[config.mk]
export PLATFORM = sky130hd
export DESIGN_NAME = framed_packet_parser_top
export DESIGN_NICKNAME = d
export VERILOG_FILES = /design/src/rtl/fpp_pkg.sv /design/src/rtl/fpp_cfg.sv /design/src/rtl/fpp_ram.sv /design/src/rtl/fpp_parser.sv /design/src/rtl/framed_packet_parser_top.sv
export SDC_FILE = /design/constraint.sdc
export NUM_CORES = 1
export LEC_CHECK = 0
export ABC_AREA = 0
export BUFFER_PORTS_ARGS = -buffer_cell sky130_fd_sc_hd__buf_2
export CORE_UTILIZATION = 64
export CTS_BUF_LIST = sky130_fd_sc_hd__clkbuf_8
export DETAILED_ROUTE_END_ITERATION = 6
export PLACE_DENSITY = 0.84
export SYNTH_ARGS = -nofsm -noshare
export SYNTH_HDL_FRONTEND = slang
export SYNTH_HIERARCHICAL = 1
export SYNTH_SLANG_ARGS = --single-unit
[constraint.sdc]
create_clock -name clk -period 4.6 [get_ports clk]
set_clock_uncertainty 0.15 [all_clocks]
set_input_delay 0.23 -clock clk [delete_from_list [all_inputs] [get_ports clk]]
set_output_delay 0.23 -clock clk [all_outputs]
set_load 0.01 [all_outputs]
[src/rtl/fpp_pkg.sv]
// shared types and constants for the framed packet parser
`default_nettype none

package fpp_pkg;

    localparam int PAYLOAD_LIMIT = 32;
    localparam int STORE_DEPTH   = 32;
    localparam int ADDR_W        = $clog2(STORE_DEPTH);
    localparam int LEN_W         = 6;
    localparam int BYTE_W        = 8;
    localparam int PADDR_W       = 3;
    localparam int PDATA_W       = 32;
    localparam int TDATA_OUT_W   = 32;

    localparam int MAX_LEN_INT   = (PAYLOAD_LIMIT < STORE_DEPTH) ? PAYLOAD_LIMIT : STORE_DEPTH;
    localparam logic [BYTE_W-1:0] MAX_LEN = BYTE_W'(MAX_LEN_INT);

    localparam logic [BYTE_W-1:0] START_MARKER_RST = 8'hAA;
    localparam logic [BYTE_W-1:0] END_MARKER_RST   = 8'h55;

    localparam logic REG_START_MARKER = 1'b0;
    localparam logic REG_END_MARKER   = 1'b1;

    typedef struct packed {
        logic [BYTE_W-1:0] start_marker;
        logic [BYTE_W-1:0] end_marker;
    } fpp_cfg_t;

    typedef struct packed {
        logic              wr_en;
        logic [ADDR_W-1:0] wr_addr;
        logic [BYTE_W-1:0] wr_data;
        logic              rd_en;
        logic [ADDR_W-1:0] rd_addr;
    } fpp_ram_req_t;

endpackage

`default_nettype wire

[src/rtl/fpp_cfg.sv]
// apb register file holding the start and end marker bytes
`default_nettype none

module fpp_cfg (
    input  wire logic                           clk,
    input  wire logic                           rst_n,
    input  wire logic                           psel,
    input  wire logic                           penable,
    input  wire logic                           pwrite,
    input  wire logic [fpp_pkg::PADDR_W-1:0]    paddr,
    input  wire logic [fpp_pkg::PDATA_W-1:0]    pwdata,
    output logic      [fpp_pkg::PDATA_W-1:0]    prdata,
    output logic                                pready,
    output fpp_pkg::fpp_cfg_t                   cfg
);

    logic [fpp_pkg::BYTE_W-1:0] start_marker_reg;
    logic [fpp_pkg::BYTE_W-1:0] end_marker_reg;
    logic                       wr_en;

    assign pready = 1'b1;
    assign wr_en  = psel && penable && pwrite;

    always_ff @(posedge clk or negedge rst_n)
    begin
        if (!rst_n)
        begin
            start_marker_reg <= fpp_pkg::START_MARKER_RST;
            end_marker_reg   <= fpp_pkg::END_MARKER_RST;
        end
        else if (wr_en)
        begin
            case (paddr[2])
                fpp_pkg::REG_START_MARKER: start_marker_reg <= pwdata[fpp_pkg::BYTE_W-1:0];
                fpp_pkg::REG_END_MARKER:   end_marker_reg   <= pwdata[fpp_pkg::BYTE_W-1:0];
                default:                   start_marker_reg <= start_marker_reg;
            endcase
        end
    end

    always_comb
    begin
        case (paddr[2])
            fpp_pkg::REG_START_MARKER:
                prdata = {{(fpp_pkg::PDATA_W-fpp_pkg::BYTE_W){1'b0}}, start_marker_reg};
            fpp_pkg::REG_END_MARKER:
                prdata = {{(fpp_pkg::PDATA_W-fpp_pkg::BYTE_W){1'b0}}, end_marker_reg};
            default:
                prdata = '0;
        endcase
    end

    assign cfg.start_marker = start_marker_reg;
    assign cfg.end_marker   = end_marker_reg;

endmodule

`default_nettype wire

[src/rtl/fpp_ram.sv]
// payload store, one write and one registered read port
`default_nettype none

module fpp_ram (
    input  wire logic                           clk,
    input  wire fpp_pkg::fpp_ram_req_t          req,
    output logic      [fpp_pkg::BYTE_W-1:0]     rd_data
);

    logic [fpp_pkg::BYTE_W-1:0] mem [fpp_pkg::STORE_DEPTH];
    logic [fpp_pkg::BYTE_W-1:0] rd_data_reg;

    always_ff @(posedge clk)
    begin
        if (req.wr_en)
        begin
            mem[req.wr_addr] <= req.wr_data;
        end
        if (req.rd_en)
        begin
            rd_data_reg <= mem[req.rd_addr];
        end
    end

    assign rd_data = rd_data_reg;

endmodule

`default_nettype wire

[src/rtl/fpp_parser.sv]
// deframing state machine and result sequencer over the payload store
`default_nettype none

module fpp_parser (
    input  wire logic                               clk,
    input  wire logic                               rst_n,
    input  wire fpp_pkg::fpp_cfg_t                  cfg,
    input  wire logic                               s_tvalid,
    output logic                                    s_tready,
    input  wire logic [fpp_pkg::BYTE_W-1:0]         s_tdata,
    output logic                                    m_tvalid,
    input  wire logic                               m_tready,
    output logic      [fpp_pkg::TDATA_OUT_W-1:0]    m_tdata,
    output logic                                    m_tuser,
    output logic                                    m_tlast,
    output fpp_pkg::fpp_ram_req_t                   ram_req,
    input  wire logic [fpp_pkg::BYTE_W-1:0]         ram_rd_data
);

    typedef enum logic [2:0] {
        ST_HUNT,
        ST_CMD,
        ST_LEN,
        ST_PAYLOAD,
        ST_CHECK,
        ST_END,
        ST_RD,
        ST_LOAD
    } state_t;

    localparam int DATA_USED = 2 * fpp_pkg::BYTE_W + fpp_pkg::LEN_W + fpp_pkg::ADDR_W;

    state_t                         state_reg, state_next;
    logic [fpp_pkg::BYTE_W-1:0]     sum_reg, sum_next;
    logic [fpp_pkg::LEN_W-1:0]      rcvd_reg, rcvd_next;
    logic [fpp_pkg::BYTE_W-1:0]     cmd_reg, cmd_next;
    logic [fpp_pkg::LEN_W-1:0]      len_reg, len_next;
    logic [fpp_pkg::ADDR_W-1:0]     idx_reg, idx_next;
    logic                           empty_reg, empty_next;
    logic                           m_valid_reg, m_valid_next;
    logic [fpp_pkg::BYTE_W-1:0]     o_cmd_reg, o_cmd_next;
    logic [fpp_pkg::LEN_W-1:0]      o_len_reg, o_len_next;
    logic [fpp_pkg::BYTE_W-1:0]     o_byte_reg, o_byte_next;
    logic [fpp_pkg::ADDR_W-1:0]     o_idx_reg, o_idx_next;
    logic                           o_has_reg, o_has_next;
    logic                           o_last_reg, o_last_next;

    logic                           s_accept;
    logic                           out_free;
    logic                           load;
    logic                           is_last;
    logic [fpp_pkg::LEN_W-1:0]      rcvd_inc;

    assign s_tready = (state_reg != ST_RD) && (state_reg != ST_LOAD);
    assign s_accept = s_tvalid && s_tready;
    assign out_free = !m_valid_reg || m_tready;
    assign load     = (state_reg == ST_LOAD) && out_free;
    assign rcvd_inc = rcvd_reg + fpp_pkg::LEN_W'(1);
    assign is_last  = empty_reg || (({1'b0, idx_reg} + fpp_pkg::LEN_W'(1)) == len_reg);

    assign ram_req.wr_en   = s_accept && (state_reg == ST_PAYLOAD);
    assign ram_req.wr_addr = rcvd_reg[fpp_pkg::ADDR_W-1:0];
    assign ram_req.wr_data = s_tdata;
    assign ram_req.rd_en   = (state_reg == ST_RD);
    assign ram_req.rd_addr = idx_reg;

    always_comb
    begin
        state_next   = state_reg;
        sum_next     = sum_reg;
        rcvd_next    = rcvd_reg;
        cmd_next     = cmd_reg;
        len_next     = len_reg;
        idx_next     = idx_reg;
        empty_next   = empty_reg;
        m_valid_next = m_valid_reg && !m_tready;
        o_cmd_next   = o_cmd_reg;
        o_len_next   = o_len_reg;
        o_byte_next  = o_byte_reg;
        o_idx_next   = o_idx_reg;
        o_has_next   = o_has_reg;
        o_last_next  = o_last_reg;

        case (state_reg)
            ST_HUNT:
            begin
                if (s_accept && (s_tdata == cfg.start_marker))
                begin
                    sum_next   = '0;
                    state_next = ST_CMD;
                end
            end
            ST_CMD:
            begin
                if (s_accept)
                begin
                    cmd_next   = s_tdata;
                    sum_next   = sum_reg + s_tdata;
                    state_next = ST_LEN;
                end
            end
            ST_LEN:
            begin
                if (s_accept)
                begin
                    if (s_tdata > fpp_pkg::MAX_LEN)
                    begin
                        state_next = ST_HUNT;
                    end
                    else
                    begin
                        len_next   = s_tdata[fpp_pkg::LEN_W-1:0];
                        sum_next   = sum_reg + s_tdata;
                        rcvd_next  = '0;
                        state_next = (s_tdata == '0) ? ST_CHECK : ST_PAYLOAD;
                    end
                end
            end
            ST_PAYLOAD:
            begin
                if (s_accept)
                begin
                    rcvd_next = rcvd_inc;
                    sum_next  = sum_reg + s_tdata;
                    if (rcvd_inc >= len_reg)
                    begin
                        state_next = ST_CHECK;
                    end
                end
            end
            ST_CHECK:
            begin
                if (s_accept)
                begin
                    state_next = (s_tdata == sum_reg) ? ST_END : ST_HUNT;
                end
            end
            ST_END:
            begin
                if (s_accept)
                begin
                    if (s_tdata == cfg.end_marker)
                    begin
                        idx_next   = '0;
                        empty_next = (len_reg == '0);
                        state_next = (len_reg == '0) ? ST_LOAD : ST_RD;
                    end
                    else
                    begin
                        state_next = ST_HUNT;
                    end
                end
            end
            ST_RD:
            begin
                state_next = ST_LOAD;
            end
            ST_LOAD:
            begin
                if (out_free)
                begin
                    m_valid_next = 1'b1;
                    o_cmd_next   = cmd_reg;
                    o_len_next   = len_reg;
                    o_has_next   = !empty_reg;
                    o_byte_next  = empty_reg ? '0 : ram_rd_data;
                    o_idx_next   = empty_reg ? '0 : idx_reg;
                    o_last_next  = is_last;
                    if (is_last)
                    begin
                        state_next = ST_HUNT;
                    end
                    else
                    begin
                        idx_next   = idx_reg + fpp_pkg::ADDR_W'(1);
                        state_next = ST_RD;
                    end
                end
            end
            default:
            begin
                state_next = ST_HUNT;
            end
        endcase
    end

    always_ff @(posedge clk or negedge rst_n)
    begin
        if (!rst_n)
        begin
            state_reg   <= ST_HUNT;
            sum_reg     <= '0;
            rcvd_reg    <= '0;
            cmd_reg     <= '0;
            len_reg     <= '0;
            idx_reg     <= '0;
            empty_reg   <= 1'b0;
            m_valid_reg <= 1'b0;
        end
        else
        begin
            state_reg   <= state_next;
            sum_reg     <= sum_next;
            rcvd_reg    <= rcvd_next;
            cmd_reg     <= cmd_next;
            len_reg     <= len_next;
            idx_reg     <= idx_next;
            empty_reg   <= empty_next;
            m_valid_reg <= m_valid_next;
        end
    end

    always_ff @(posedge clk)
    begin
        o_cmd_reg  <= o_cmd_next;
        o_len_reg  <= o_len_next;
        o_byte_reg <= o_byte_next;
        o_idx_reg  <= o_idx_next;
        o_has_reg  <= o_has_next;
        o_last_reg <= o_last_next;
    end

    assign m_tvalid = m_valid_reg;
    assign m_tuser  = o_has_reg;
    assign m_tlast  = o_last_reg;
    assign m_tdata  = {{(fpp_pkg::TDATA_OUT_W-DATA_USED){1'b0}},
                       o_idx_reg, o_byte_reg, o_len_reg, o_cmd_reg};

    a_no_rw_overlap: assert property (@(posedge clk) disable iff (!rst_n)
        !(ram_req.wr_en && ram_req.rd_en))
        else $error("payload store read and written in the same cycle");

    a_rd_then_load: assert property (@(posedge clk) disable iff (!rst_n)
        (state_reg == ST_RD) |=> (state_reg == ST_LOAD))
        else $error("store read not followed by load");

    a_rcvd_bound: assert property (@(posedge clk) disable iff (!rst_n)
        (state_reg == ST_PAYLOAD) |-> (rcvd_reg < len_reg))
        else $error("payload count beyond frame length");

    a_last_to_hunt: assert property (@(posedge clk) disable iff (!rst_n)
        (load && is_last) |=> (state_reg == ST_HUNT && m_tvalid && m_tlast))
        else $error("last word not followed by hunt");

endmodule

`default_nettype wire

[src/rtl/framed_packet_parser_top.sv]
// framed packet parser top level: config registers, parser and payload store
// a good end byte goes via ST_RD to ST_LOAD (direct if empty), which loads the first output word
// throughput: one input word per cycle while parsing a frame
// emission: each word is read from the store in ST_RD and loaded in ST_LOAD when the output is free
// input is stalled while a frame is emitted; a pending output word does not stall parsing
// reset: asynchronous active low, parser hunts for the start marker, markers take 0xaa and 0x55
`default_nettype none

module framed_packet_parser_top (
    input  wire logic                               clk,
    input  wire logic                               rst_n,
    input  wire logic                               psel,
    input  wire logic                               penable,
    input  wire logic                               pwrite,
    input  wire logic [fpp_pkg::PADDR_W-1:0]        paddr,
    input  wire logic [fpp_pkg::PDATA_W-1:0]        pwdata,
    output logic      [fpp_pkg::PDATA_W-1:0]        prdata,
    output logic                                    pready,
    input  wire logic                               s_tvalid,
    output logic                                    s_tready,
    input  wire logic [fpp_pkg::BYTE_W-1:0]         s_tdata,   // rx_byte [7:0]
    output logic                                    m_tvalid,
    input  wire logic                               m_tready,
    // frame_command [7:0], frame_length [13:8], payload_byte [21:14], byte_index [26:22]
    output logic      [fpp_pkg::TDATA_OUT_W-1:0]    m_tdata,
    output logic                                    m_tuser,   // has_payload [0]
    output logic                                    m_tlast
);

    fpp_pkg::fpp_cfg_t          cfg;
    fpp_pkg::fpp_ram_req_t      ram_req;
    logic [fpp_pkg::BYTE_W-1:0] ram_rd_data;

    fpp_cfg u_cfg (
        .clk     (clk),
        .rst_n   (rst_n),
        .psel    (psel),
        .penable (penable),
        .pwrite  (pwrite),
        .paddr   (paddr),
        .pwdata  (pwdata),
        .prdata  (prdata),
        .pready  (pready),
        .cfg     (cfg)
    );

    fpp_ram u_ram (
        .clk     (clk),
        .req     (ram_req),
        .rd_data (ram_rd_data)
    );

    fpp_parser u_parser (
        .clk         (clk),
        .rst_n       (rst_n),
        .cfg         (cfg),
        .s_tvalid    (s_tvalid),
        .s_tready    (s_tready),
        .s_tdata     (s_tdata),
        .m_tvalid    (m_tvalid),
        .m_tready    (m_tready),
        .m_tdata     (m_tdata),
        .m_tuser     (m_tuser),
        .m_tlast     (m_tlast),
        .ram_req     (ram_req),
        .ram_rd_data (ram_rd_data)
    );

endmodule

`default_nettype wire
## Word level (Yosys, flattened, before mapping)

Memories as Yosys holds them, arrays and structs flattened. A register that Yosys moved wholly into a read port is not among the register bits.
Index checks and enable logic that the tools add are counted.

| operators by class | value |
|---|---|
| bitwise logic cells | 2 |
| muxes and demuxes | 34 |
| reduce and logical (&&, ||, !) cells | 29 |
| $lt $le $gt $ge | 2 |
| $add $sub $neg | 4 |
| equality and inequality tests | 25 |

Operators with widths:

| cell | count |
|---|---|
| $pmux W32 S2 | 1 |
| $mux W3 | 13 |
| $mux W8 | 4 |
| $eq A8 B8 Y1 | 3 |
| $pmux W3 S8 | 1 |
| $pmux W8 S3 | 1 |
| $mux W5 | 4 |
| $mux W6 | 3 |
| $ne A2 B1 Y1 const B | 9 |
| $eq A3 B3 Y1 const B | 4 |
| $pmux W6 S2 | 1 |
| $pmux W5 S2 | 1 |
| $reduce_and A5 Y1 | 2 |
| $add A8 B8 Y8 | 1 |
| $gt A8 B6 Y1 const B | 1 |
| $logic_not A8 Y1 | 1 |
| $reduce_and A2 Y1 | 4 |
| $reduce_and A8 Y1 | 1 |
| $logic_and A1 B1 Y1 | 7 |
| $add A5 B1 Y6 const B | 1 |
| $add A6 B1 Y6 const B | 1 |
| $eq A3 B2 Y1 const B | 2 |
| $eq A6 B6 Y1 | 1 |
| $ge A6 B6 Y1 | 1 |
| 15 further kinds | 28 |

| storage, ports and cells | value |
|---|---|
| logic and storage cells | 113 |
| RAM bits | 256 |
| bits in registers | 83 |
| bits of input ports | 50 |
| memories kept | 1 |

Memories:

| memory | depth | bits a word | rd ports | clocked after Yosys merged registers in | write ports | line | source |
|---|---|---|---|---|---|---|---|
| u_ram.mem | 32 | 8 | 1 | 1 | 1 | fpp_ram.sv:10 | `logic [fpp_pkg::BYTE_W-1:0] mem [fpp_pkg::STORE_DEPTH];` |

## Logic depth before layout (Yosys ltp)

Gate-level depths: netlist (run 1).

| logic depth | value |
|---|---|
| depth in word-level cells | 6 |
| depth in mapped cells | 9 |
| mapped depth without buffers | 9 |

## Modules after synthesis

Netlist (run 1), hierarchy kept.

By module, submodules not included:

| module | cells each | area each (µm²) | seq. area each (µm²) | times used |
|---|---|---|---|---|
| fpp_ram | 417 | 10133.5 | 7927.6 | 1 |
| fpp_parser | 345 | 3821.2 | 1821.7 | 1 |
| fpp_cfg | 70 | 932.1 | 410.4 | 1 |

## Worst setup path before layout (run 1)

OpenSTA, ideal clock, no wires.

| timing | value |
|---|---|
| path kind | reg-to-reg |
| start point | reg u_parser.state_reg[0] |
| end point | reg u_parser.o_last_reg (netlist: u_parser/m_tlast), enable pin |
| arrival | 2263 ps |
| library setup time | 415 ps |
| slack | 1772 ps |
| buffers on the path | 2 |
| stages on the path, launching flop included | 5 |
| required time | 4035 ps |
| cell sequence | dfrtp_1 buf_2 buf_1 nand3_1 nor2_1 |

| on the way | value |
|---|---|
| word-level cells in the longest chain between the ends | 2 |

Ends and longest elaborated chain:

| what | line | source |
|---|---|---|
| start, declared | fpp_parser.sv:33 | `state_t state_reg, state_next;` |
| start signal, assigned | fpp_parser.sv:202 | `state_reg <= state_next;` |
| $eq A3 B3 Y1 | - |  |
| $reduce_and A2 Y1 (no line) | - |  |
| end signal, assigned | fpp_parser.sv:220 | `o_last_reg <= o_last_next;` |
| end, declared | fpp_parser.sv:46 | `logic o_last_reg, o_last_next;` |

Every way passes these cells.
A chain may end at the register's enable or synchronous reset.

==> impl_metrics.yaml, run 1 <==
die:
  core_area_um2: 22700
  start_util_pct: 65.6
  rows: 55
  die_h_um: 155
  die_w_um: 155
  io_pins: 119
  dieArea_um2: 23900
cts:
  clock_latency_ps: 570
  postCtsSetupBuffers: 0
  clkSinkCount: 347
  clockBufferDepth: 3
  htreeDepth: 2
  root_buffer: "clkbuf_8"
  cts_buffers: 54
  cts_tree: "done"
  clk_pin_slew_ps: 60
run:
  cap_violations: 0
yosys:
  yosysMostFrequentCell: "edfxtp_1"
  ys.warnings.count: 6
  synthArstFlopShare_pct: 15.6
  synth_edf_count: 293
  avgSynthCellArea_um2: 17.9
  synth_area_um2: 14900
  yosysTopAreaCellShare_pct: 59.1
  synth-seq-cells: 347
  syn_inst: 832
  synthTopCellsByCount: "edfxtp_1, mux4_2, nor2_1, buf_4, mux2_2"
  synthTopCellsByArea: "edfxtp_1, mux4_2, dfrtp_1"
  yosysTopAreaCell: "edfxtp_1"
  yosysSeqAreaShare_pct: 68.2
  yosys.cell_types.count: 66
  synthFlopType: "edfxtp_1"
placed_design:
  routabilityCongestion: 0.872
  io_buffers: 62
  dp_hpwl_um: 17900
  dp_cells: 1134
finish:
  stdcell_count: 1256
  antenna_cells: 0
  utilization_pct: 72.6
  largest_reg_flops: 256
  area_growth_pct: 10.7
  drive_gt1_share_pct: 30.4
  nNetsFinal: 992
  regMostFlops: "u_ram/mem"
detailed_routing:
  avgRoutedWirePerCell_um: 22.9
  viasPerCell: 6.22
  routed_wl_um: 28700
  drtIter0Drc: 670
  drtPass1Iterations: 5
  post-route-drc-count: 0
  num_vias: 7818
  antenna_left: 0
setup_path:
  end_kind: "register"
  path_common_cell: "mux4_2"
  path_class: "reg2reg"
  crit_family: "multiplexers"
  cp_data_arrival_time_ps: 3540
  path_max_fanout: 55
  start_kind: "register"
  r2r_setup_slack_ps: 1230
  critPathBufInv: 1
  crit_required_ps: 4760
  crit_chain: "buf_4, mux4_2, mux4_2, mux2_2"
  cpPeakStageDelay_ps: 1100
  crit_slowest_cell: "dfrtp_4"
status:
  status: "completed"
grt:
  grt_max_degree: 70
  overflow: 0
  grt_pass1_wl_um: 44500
  antenna_found_initial: 1
  grt_pass1_vias: 8053
  grt.total_usage_pct: 25.1
sta:
  setup-tns-final_ps: 0
  relSlewSlack_pct: 28.3
  finalHoldViolCount: 0
  slew_violations: 0
  max_freq_ghz: 0.297
  rsz0062_at_grt: "false"
  tightestPinTransition_ps: 1080
  finalSetupViolations: 0
  min_period_over_period_pct: 73.3
  post-route-min-period_ps: 3370
power:
  p_leak_nw: 5.76
  powerDensity_nw_per_um2: 413
  peakVddDrop_uv: 250
min_path:
  hold_class: "in2reg"
[worst min-delay path, delay by kind of cell]
family	cells	cell delay (ps)
buffers and inverters	1	190
multiplexers	1	180
AND/OR/NAND/NOR	1	180
[where the power goes]
part / total [mW] / internal [mW] / switching, mW
Combinational: 0.652 / 0.317 / 0.334
Clock: 2.47 / 1.35 / 1.12
Sequential: 3.68 / 3.55 / 0.128
Total: 6.80 / 5.22 / 1.58
[kinds of logic after synthesis]
group | Yosys count | synth area share (%)
muxes | 131 | 15.9
xor gates and xnor gates | 32 | 1.88
AOI/OAI and AO/OA | 66 | 3.25
other | 3 | 0.0756
DFF | 347 | 68.2
adders and majority gates | 16 | 1.40
buffers and inverters | 89 | 3.76
and+or+nand+nor | 148 | 5.45
[repair_timing]
action / CTS / global route
setup endpoints to repair: 0 / 0
hold endpoints to repair: 64 / 0
gates resized for setup: 0 / 0
hold buffers: 21 / 0
[layout by cell type, fill, tap and decap left out, types with 9 or more instances in the layout]
master / instances
ha_1: 15
mux4_2: 80
buf_2: 62
mux2_2: 48
nand3_1: 16
clkbuf_8: 59
dfrtp_1: 44
xor2_1: 11
clkinv_1: 10
edfxtp_1: 293
conb_1: 30
nor2b_1: 14
nand2_1: 20
dlygate4sd3_1: 21
nor2_1: 50
a22o_1: 9
inv_1: 36
xnor2_1: 21
o21ai_0: 13
a21oi_1: 10
[layer usage]
metal | vias up | GRT usage (%) | routed length (um)
li1 | 3411 | - | -
met1 | 3987 | 33.5 | 11500
met2 | 356 | 42.3 | 14700
met3 | 64 | 4.54 | 1900
met4 | 0 | 8.44 | 675
met5 | - | 0 | 0
[layout make-up]
type                    instances  area [um2]
clock inverters                42         255
well taps                     285         357
fillers                      1327        6230
clock buffers                  59         812
multi-input cells             423        4270
repair buffers                 88         571
inverters                      12        45.0
flip-flops and latches        347       10200
[worst paths after layout]
path / startpoint / to / depth (start not counted)
worst max-delay path: u_parser/idx_reg[0] / u_ram/rd_data[5] / 4
worst min-delay path: paddr[2] / u_cfg/end_marker_reg[4] / 3
worst max register to register: u_parser/idx_reg[0] / u_ram/rd_data[5] / 4
worst min register to register: u_parser/cmd_reg[3] / u_parser/o_cmd_reg[3] / 0
max in group asynchronous: rst_n / u_parser/rcvd_reg[2] / 3
min in group asynchronous: rst_n / u_parser/cmd_reg[0] / 3
[stage by stage]
step	total power, mW	setup WS (ps)	cell area (um2)	hold slack, ps
after global routing	7.06	1010	16500	94.4
after global placement	4.33	1210	15200	7.76
after floorplan	4.22	1770	15000	-216
after detailed placement	4.36	1170	15200	7.92
final	6.80	1230	16500	91.1
after CTS	6.84	1160	16500	48.0
No activity file was read; power rests on OpenSTA's default activity.
==> inputs of run 2 (changes only) <==
Settings changed: ABC_AREA 0 to 1, CORE_UTILIZATION 64 to 56, PLACE_DENSITY 0.84 to 0.78.
Clock period 4.6 ns to 2.7 ns, I/O delays scaled along.
==> run 2 against run 1 <==
Compared with the run above:
- via count is 44% higher
- area after synthesis is 4.8% higher
- critical path depth is 8 higher
- utilization is 7.4 points lower
- sequential share of layout area is 4.2 points lower
- routed wire length is 31% higher
- hold slack better by 91 ps
- count of clock-buffer cells in the layout is 3 lower
- critical path type unchanged
- critical endpoint is now u_parser/state_reg[2]
- largest cell class unchanged
==> impl_metrics.yaml, run 2 <==
placed_design:
  dp_hpwl_um: 22100
  place_area_um2: 16200
  routabilityCongestion: 0.878
  io_buffers: 62
setup_path:
  rr_startpoint: "u_parser/rcvd_reg[3]"
  reg2regPathDepth: 12
  crit_required_ps: 3040
  cpPeakStageDelay_ps: 480
  crit_family: "simple AND/OR/NAND/NOR gates"
  crit_chain: "inv_1, nor3_1, xor2_1, inv_1, ha_1, a21oi_1, o21a_1, nand4_1, nand3_1, nor2_1, nand2_1, nand2_1"
  crit_slowest_cell: "dfrtp_1"
  critPathBufInv: 2
  cp_data_arrival_time_ps: 2810
  start_kind: "register"
  r2r_setup_slack_ps: 230
  path_class: "reg2reg"
  path_max_fanout: 8
  r2r_end: "u_parser/state_reg[2]"
  end_kind: "register"
cts:
  clock_latency_ps: 610
  cts_buffers: 54
  root_buffer: "clkbuf_8"
  clk_pin_slew_ps: 60
  htreeDepth: 2
  cts_tree: "done"
  clockBufferDepth: 3
  clkSinkCount: 347
  postCtsSetupBuffers: 0
detailed_routing:
  routed_wl_um: 37600
  drtIter0Drc: 1276
  viasPerCell: 5.50
  num_vias: 11300
  antenna_left: 0
  avgRoutedWirePerCell_um: 18.4
  drtPass1Iterations: 7
  post-route-drc-count: 0
die:
  dieArea_um2: 28500
  core_area_um2: 27200
  start_util_pct: 57.4
  die_w_um: 169
  die_h_um: 169
  io_pins: 119
  rows: 60
yosys:
  yosys.cell_types.count: 37
  yosys.area_share.adder_pct: 1.33
  synthSimpleGateAreaFrac_pct: 23.9
  yosysTopAreaCellShare_pct: 56.4
  ys.warnings.count: 6
  synth_top_family_by_area: "simple AND/OR/NAND/NOR gates"
  synth_area_um2: 15600
  syn_inst: 1482
  synthFlopType: "edfxtp_1"
  yosysSeqAreaShare_pct: 65.1
  yosysTopAreaCell: "edfxtp_1"
  synthTopCellsByArea: "edfxtp_1, nand2_1, nand3_1"
  synth_edf_count: 293
  yosysMostFrequentCell: "nand2_1"
  synthTopCellsByCount: "nand2_1, edfxtp_1, nand3_1, nor2_1, inv_1"
  synth_xor_area_share_pct: 1.01
  synthArstFlopShare_pct: 15.6
  avgSynthCellArea_um2: 10.5
  synthMuxAreaShare_pct: 0.208
  synth_compound_gate_area_share_pct: 1.49
  synth-seq-cells: 347
grt:
  overflow: 0
  grt_pass1_vias: 11300
  grt.total_usage_pct: 26.8
  grt_pass1_wl_um: 58800
  grt_max_degree: 125
  antenna_found_initial: 1
finish:
  regMostFlops: "u_ram/mem"
  final_common_cell: "nand2_1"
  nNetsFinal: 1699
  nFillCells: 2052
  fin_area_um2: 17700
  area_growth_pct: 13.4
  final_cell_mix: "nand2_1, edfxtp_1, nand3_1, inv_1, nor2_1"
  largest_reg_flops: 256
  drive_gt1_share_pct: 13.9
min_path:
  min_from: "pwdata[7]"
  whs_path_depth: 4
  min_to: "u_cfg/end_marker_reg[7]"
  hold_class: "in2reg"
power:
  peakVddDrop_uv: 574
  powerDensity_nw_per_um2: 693
  p_leak_nw: 7.27
sta:
  rsz0062_at_grt: "false"
  post-route-min-period_ps: 2470
  finalHoldViolCount: 0
  tightestPinTransition_ps: 1040
  setup-tns-final_ps: 0
  min_period_over_period_pct: 91.3
  relSlewSlack_pct: 30.3
  finalSetupViolations: 0
  max_freq_ghz: 0.406
  slew_violations: 0
run:
  cap_violations: 0
status:
  status: "completed"
## run 2: cell count changes after synthesis, sizes merged, moves of 7 or more
cell   delta
nand2   +491
nand3   +239
mux4     -80
inv      +65
mux2     -47
buf      +30
nor2     +26
xnor2    -17
nor2b    -14
a22o      -8
a31oi     -8
o21ai     +8
nand4     +7
## run 2: cells by family after synthesis
| logic type | after synthesis |
|---|---|
| buf+inv | 180 |
| mux | 3 |
| fa+ha+maj | 16 |
| flops | 347 |
| simple gates | 873 |
| compound gates | 42 |
| xor+xnor | 18 |
| other cells | 3 |
## run 2: cell type report
class	count	area [um2]	share of cell area, %
clock inverters	45	226	1.28
multi-input cells	982	4480	25.3
diodes	1	2.50	0.0141
flip-flops and latches	347	10200	57.4
clock buffers	56	771	4.36
repair buffers	171	1290	7.31
well taps	372	465	2.63
inverters	77	290	1.64
## run 2: what timing repair did
item | CTS | global route
endpoints found under the hold margin | 160 | 0
setup endpoints to repair | 0 | 1
gates resized for setup | 0 | 1
hold buffers | 46 | 0
## run 2: per-stage QoR
stage / power (mW) / hold WS (ps) / instances / utilization, % / setup slack [ps]
2_1_floorplan: 7.74 / -311 / 1509 / - / 237
4_1_cts: 12.2 / 152 / 2050 / 65.1 / 232
6_report: 12.3 / 182 / 2051 / 65.1 / 235
3_5_place_dp: 8.17 / 13.3 / 1903 / 59.7 / 246
5_1_grt: 12.8 / 206 / 2051 / 65.1 / 22.5
3_3_place_gp: 8.09 / 11.8 / 1903 / 59.7 / 315
## run 2: worst register-to-register path, cell delays in order (launching register included)
cell	delay [ps]
dfrtp_1	480
inv_1	100
nor3_1	240
xor2_1	210
inv_1	60
ha_1	280
a21oi_1	150
o21a_1	140
nand4_1	130
nand3_1	210
nor2_1	90
nand2_1	80
nand2_1	50
## run 2: layer usage
layer / GRT usage, % / vias up / routed length, um
met5: 0 / - / 0
met4: 11.3 / 0 / 1290
met3: 5.14 / 94 / 3180
met2: 45.4 / 552 / 18500
met1: 33.9 / 5375 / 14700
li1: - / 5254 / -
## run 2: power by group
| part | total, mW | switching [mW] | leakage [nW] | internal, mW |
|---|---|---|---|---|
| registers | 6.37 | 0.242 | 3.31 | 6.13 |
| clock network | 4.04 | 2.00 | 0.611 | 2.04 |
| logic | 1.84 | 1.16 | 3.35 | 0.686 |
## run 2: worst max-delay path by stage
stage	from	end	slack, ps	cells past startpoint
after floorplan	u_parser/state_reg[1]	u_parser/m_tlast	240	2
after global placement	u_parser/rcvd_reg[0]	u_parser/state_reg[1]	320	12
after detailed placement	u_parser/rcvd_reg[0]	u_parser/state_reg[2]	250	12
after CTS	u_parser/rcvd_reg[0]	u_parser/state_reg[2]	230	12
after global routing	u_parser/rcvd_reg[1]	u_parser/state_reg[2]	20	12
final	u_parser/rcvd_reg[3]	u_parser/state_reg[2]	230	12
==> inputs of run 3 (changes only) <==
Settings changed: PLACE_DENSITY 0.78 to not set, PLACE_DENSITY_LB_ADDON set to 0.08.
==> run 3 against run 2 <==
Compared with the run above:
- count of clock-buffer cells in the layout up 1
- clock power up 2%
- sequential power about the same
- register-to-register slack got worse by 20 ps
- largest cell class unchanged
- non-clock buffer count rose by 2
- die area unchanged
- final area is 0.23% higher
- critical endpoint unchanged
- critical path depth is the same
==> impl_metrics.yaml, run 3 (same netlist as run 2, synthesis figures left out) <==
cts:
  postCtsSetupBuffers: 0
  htreeDepth: 2
  clock_latency_ps: 590
  clkSinkCount: 347
  cts_buffers: 55
  cts_tree: "done"
  ctsHoldBuffers: 44
  post_cts_resized: 0
  root_buffer: "clkbuf_8"
  clk_pin_slew_ps: 60
  clockBufferDepth: 3
placed_design:
  routabilityCongestion: 0.890
  place_area_um2: 16300
  io_buffers: 62
  dp_hpwl_um: 22500
sta:
  post-route-min-period_ps: 2490
  worst_hold_slack_ps: 207
  finalSetupViolations: 0
  rsz0062_at_grt: "false"
  finalHoldViolCount: 0
  min_period_over_period_pct: 92.1
  max_freq_ghz: 0.402
  setup-tns-final_ps: 0
  relSlewSlack_pct: 34.1
  tightestPinTransition_ps: 985
  slew_violations: 0
finish:
  final_cell_mix: "nand2_1, edfxtp_1, nand3_1, inv_1, nor2_1"
  regMostFlops: "u_ram/mem"
  antenna_cells: 0
  fin_area_um2: 17700
  final_common_cell: "nand2_1"
  utilization_pct: 65.3
  drive_gt1_share_pct: 14.0
  area_growth_pct: 13.7
  nNetsFinal: 1702
  largest_reg_flops: 256
run:
  cap_violations: 0
detailed_routing:
  avgRoutedWirePerCell_um: 17.8
  routed.top_layer: "met4"
  wl_met3_um: 2640
  viasPerCell: 5.32
  drtIter0Drc: 956
  routed_wl_um: 36600
  drtPass1Iterations: 5
  post-route-drc-count: 0
  num_vias: 10900
  wl_met1_um: 16300
  wl_met2_um: 16900
  antenna_left: 0
power:
  peakVddDrop_uv: 426
  p_leak_nw: 7.27
  powerDensity_nw_per_um2: 695
  total_power_mw: 12.3
setup_path:
  reg2regPathDepth: 12
  end_kind: "register"
  path_max_fanout: 7
  cpPeakStageDelay_ps: 480
  cp_data_arrival_time_ps: 2790
  path_class: "reg2reg"
  crit_chain: "nand3_1, nor3_1, xor2_1, inv_1, ha_1, a21oi_1, o21a_1, nand4_1, nand3_1, nor2_1, nand2_1, nand2_1"
  crit_slowest_cell: "dfrtp_1"
  crit_required_ps: 3010
  start_kind: "register"
status:
  status: "completed"
die:
  die_h_um: 169
  start_util_pct: 57.4
  io_pins: 119
  dieArea_um2: 28500
  rows: 60
  core_area_um2: 27200
  die_w_um: 169
grt:
  antenna_found_initial: 0
  grt_pass1_vias: 10500
  grt_pass1_wl_um: 57300
  grt.total_usage_pct: 26.4
  overflow: 0
  grt_max_degree: 100
min_path:
  hold_class: "in2reg"
  whs_path_depth: 4
==> run 3: cell count changes in the layout (fill, tap and decap cells not counted), sizes merged, moves of 2 or more <==
cell	previous run	this run
clkinvlp	0	3
dlygate4sd3	46	44
buf	125	129
clkinv	18	22
inv	103	97
==> run 3: report_power, final <==
| part | total, mW | internal (mW) | switching, mW |
|---|---|---|---|
| combinational | 1.82 | 0.684 | 1.14 |
| clock | 4.14 | 2.15 | 1.99 |
| sequential | 6.36 | 6.13 | 0.234 |
==> run 3: worst paths after layout <==
path / from / end / slack [ps]
max: u_parser/rcvd_reg[0] / u_parser/state_reg[2] / 210
min reg2reg: u_parser/cmd_reg[5] / u_parser/o_cmd_reg[5] / 280
max reg2reg: u_parser/rcvd_reg[0] / u_parser/state_reg[2] / 210
max in group asynchronous: rst_n / u_parser/idx_reg[0] / 470
min in group asynchronous: rst_n / u_parser/cmd_reg[3] / 540
min: pwdata[7] / u_cfg/end_marker_reg[7] / 210
==> run 3: stage by stage <==
step / instances / setup slack [ps]
floorplan: 1509 / 237
global placement: 1907 / 307
detailed placement: 1907 / 241
CTS: 2055 / 232
global route: 2055 / 20.6
finish: 2055 / 214
==> run 3: per-layer routing <==
metal	track usage, %	up-vias
met2	41.6	376
met1	37.7	5232
li1	-	5269
met4	7.87	0
met5	0	-
met3	4.96	63
==> run 3: area by class of cell <==
class | count | area [um2]
fillers | 2218 | 9440
repair buffers | 173 | 1300
clock buffers | 57 | 785
multi-input cells | 982 | 4480
flip-flops and latches | 347 | 10200
inverters | 77 | 290
well taps | 372 | 465
clock inverters | 47 | 248
==> run 3: critical path, delay by kind of cell (launching register included) <==
family	cells	cell delay, ps
AND/OR/NAND/NOR	7	900
flip-flops	1	480
AO/OA/AOI/OAI	2	290
adder cells (fa/ha/maj)	1	290
XOR/XNOR	1	210
buffers and inverters	1	70
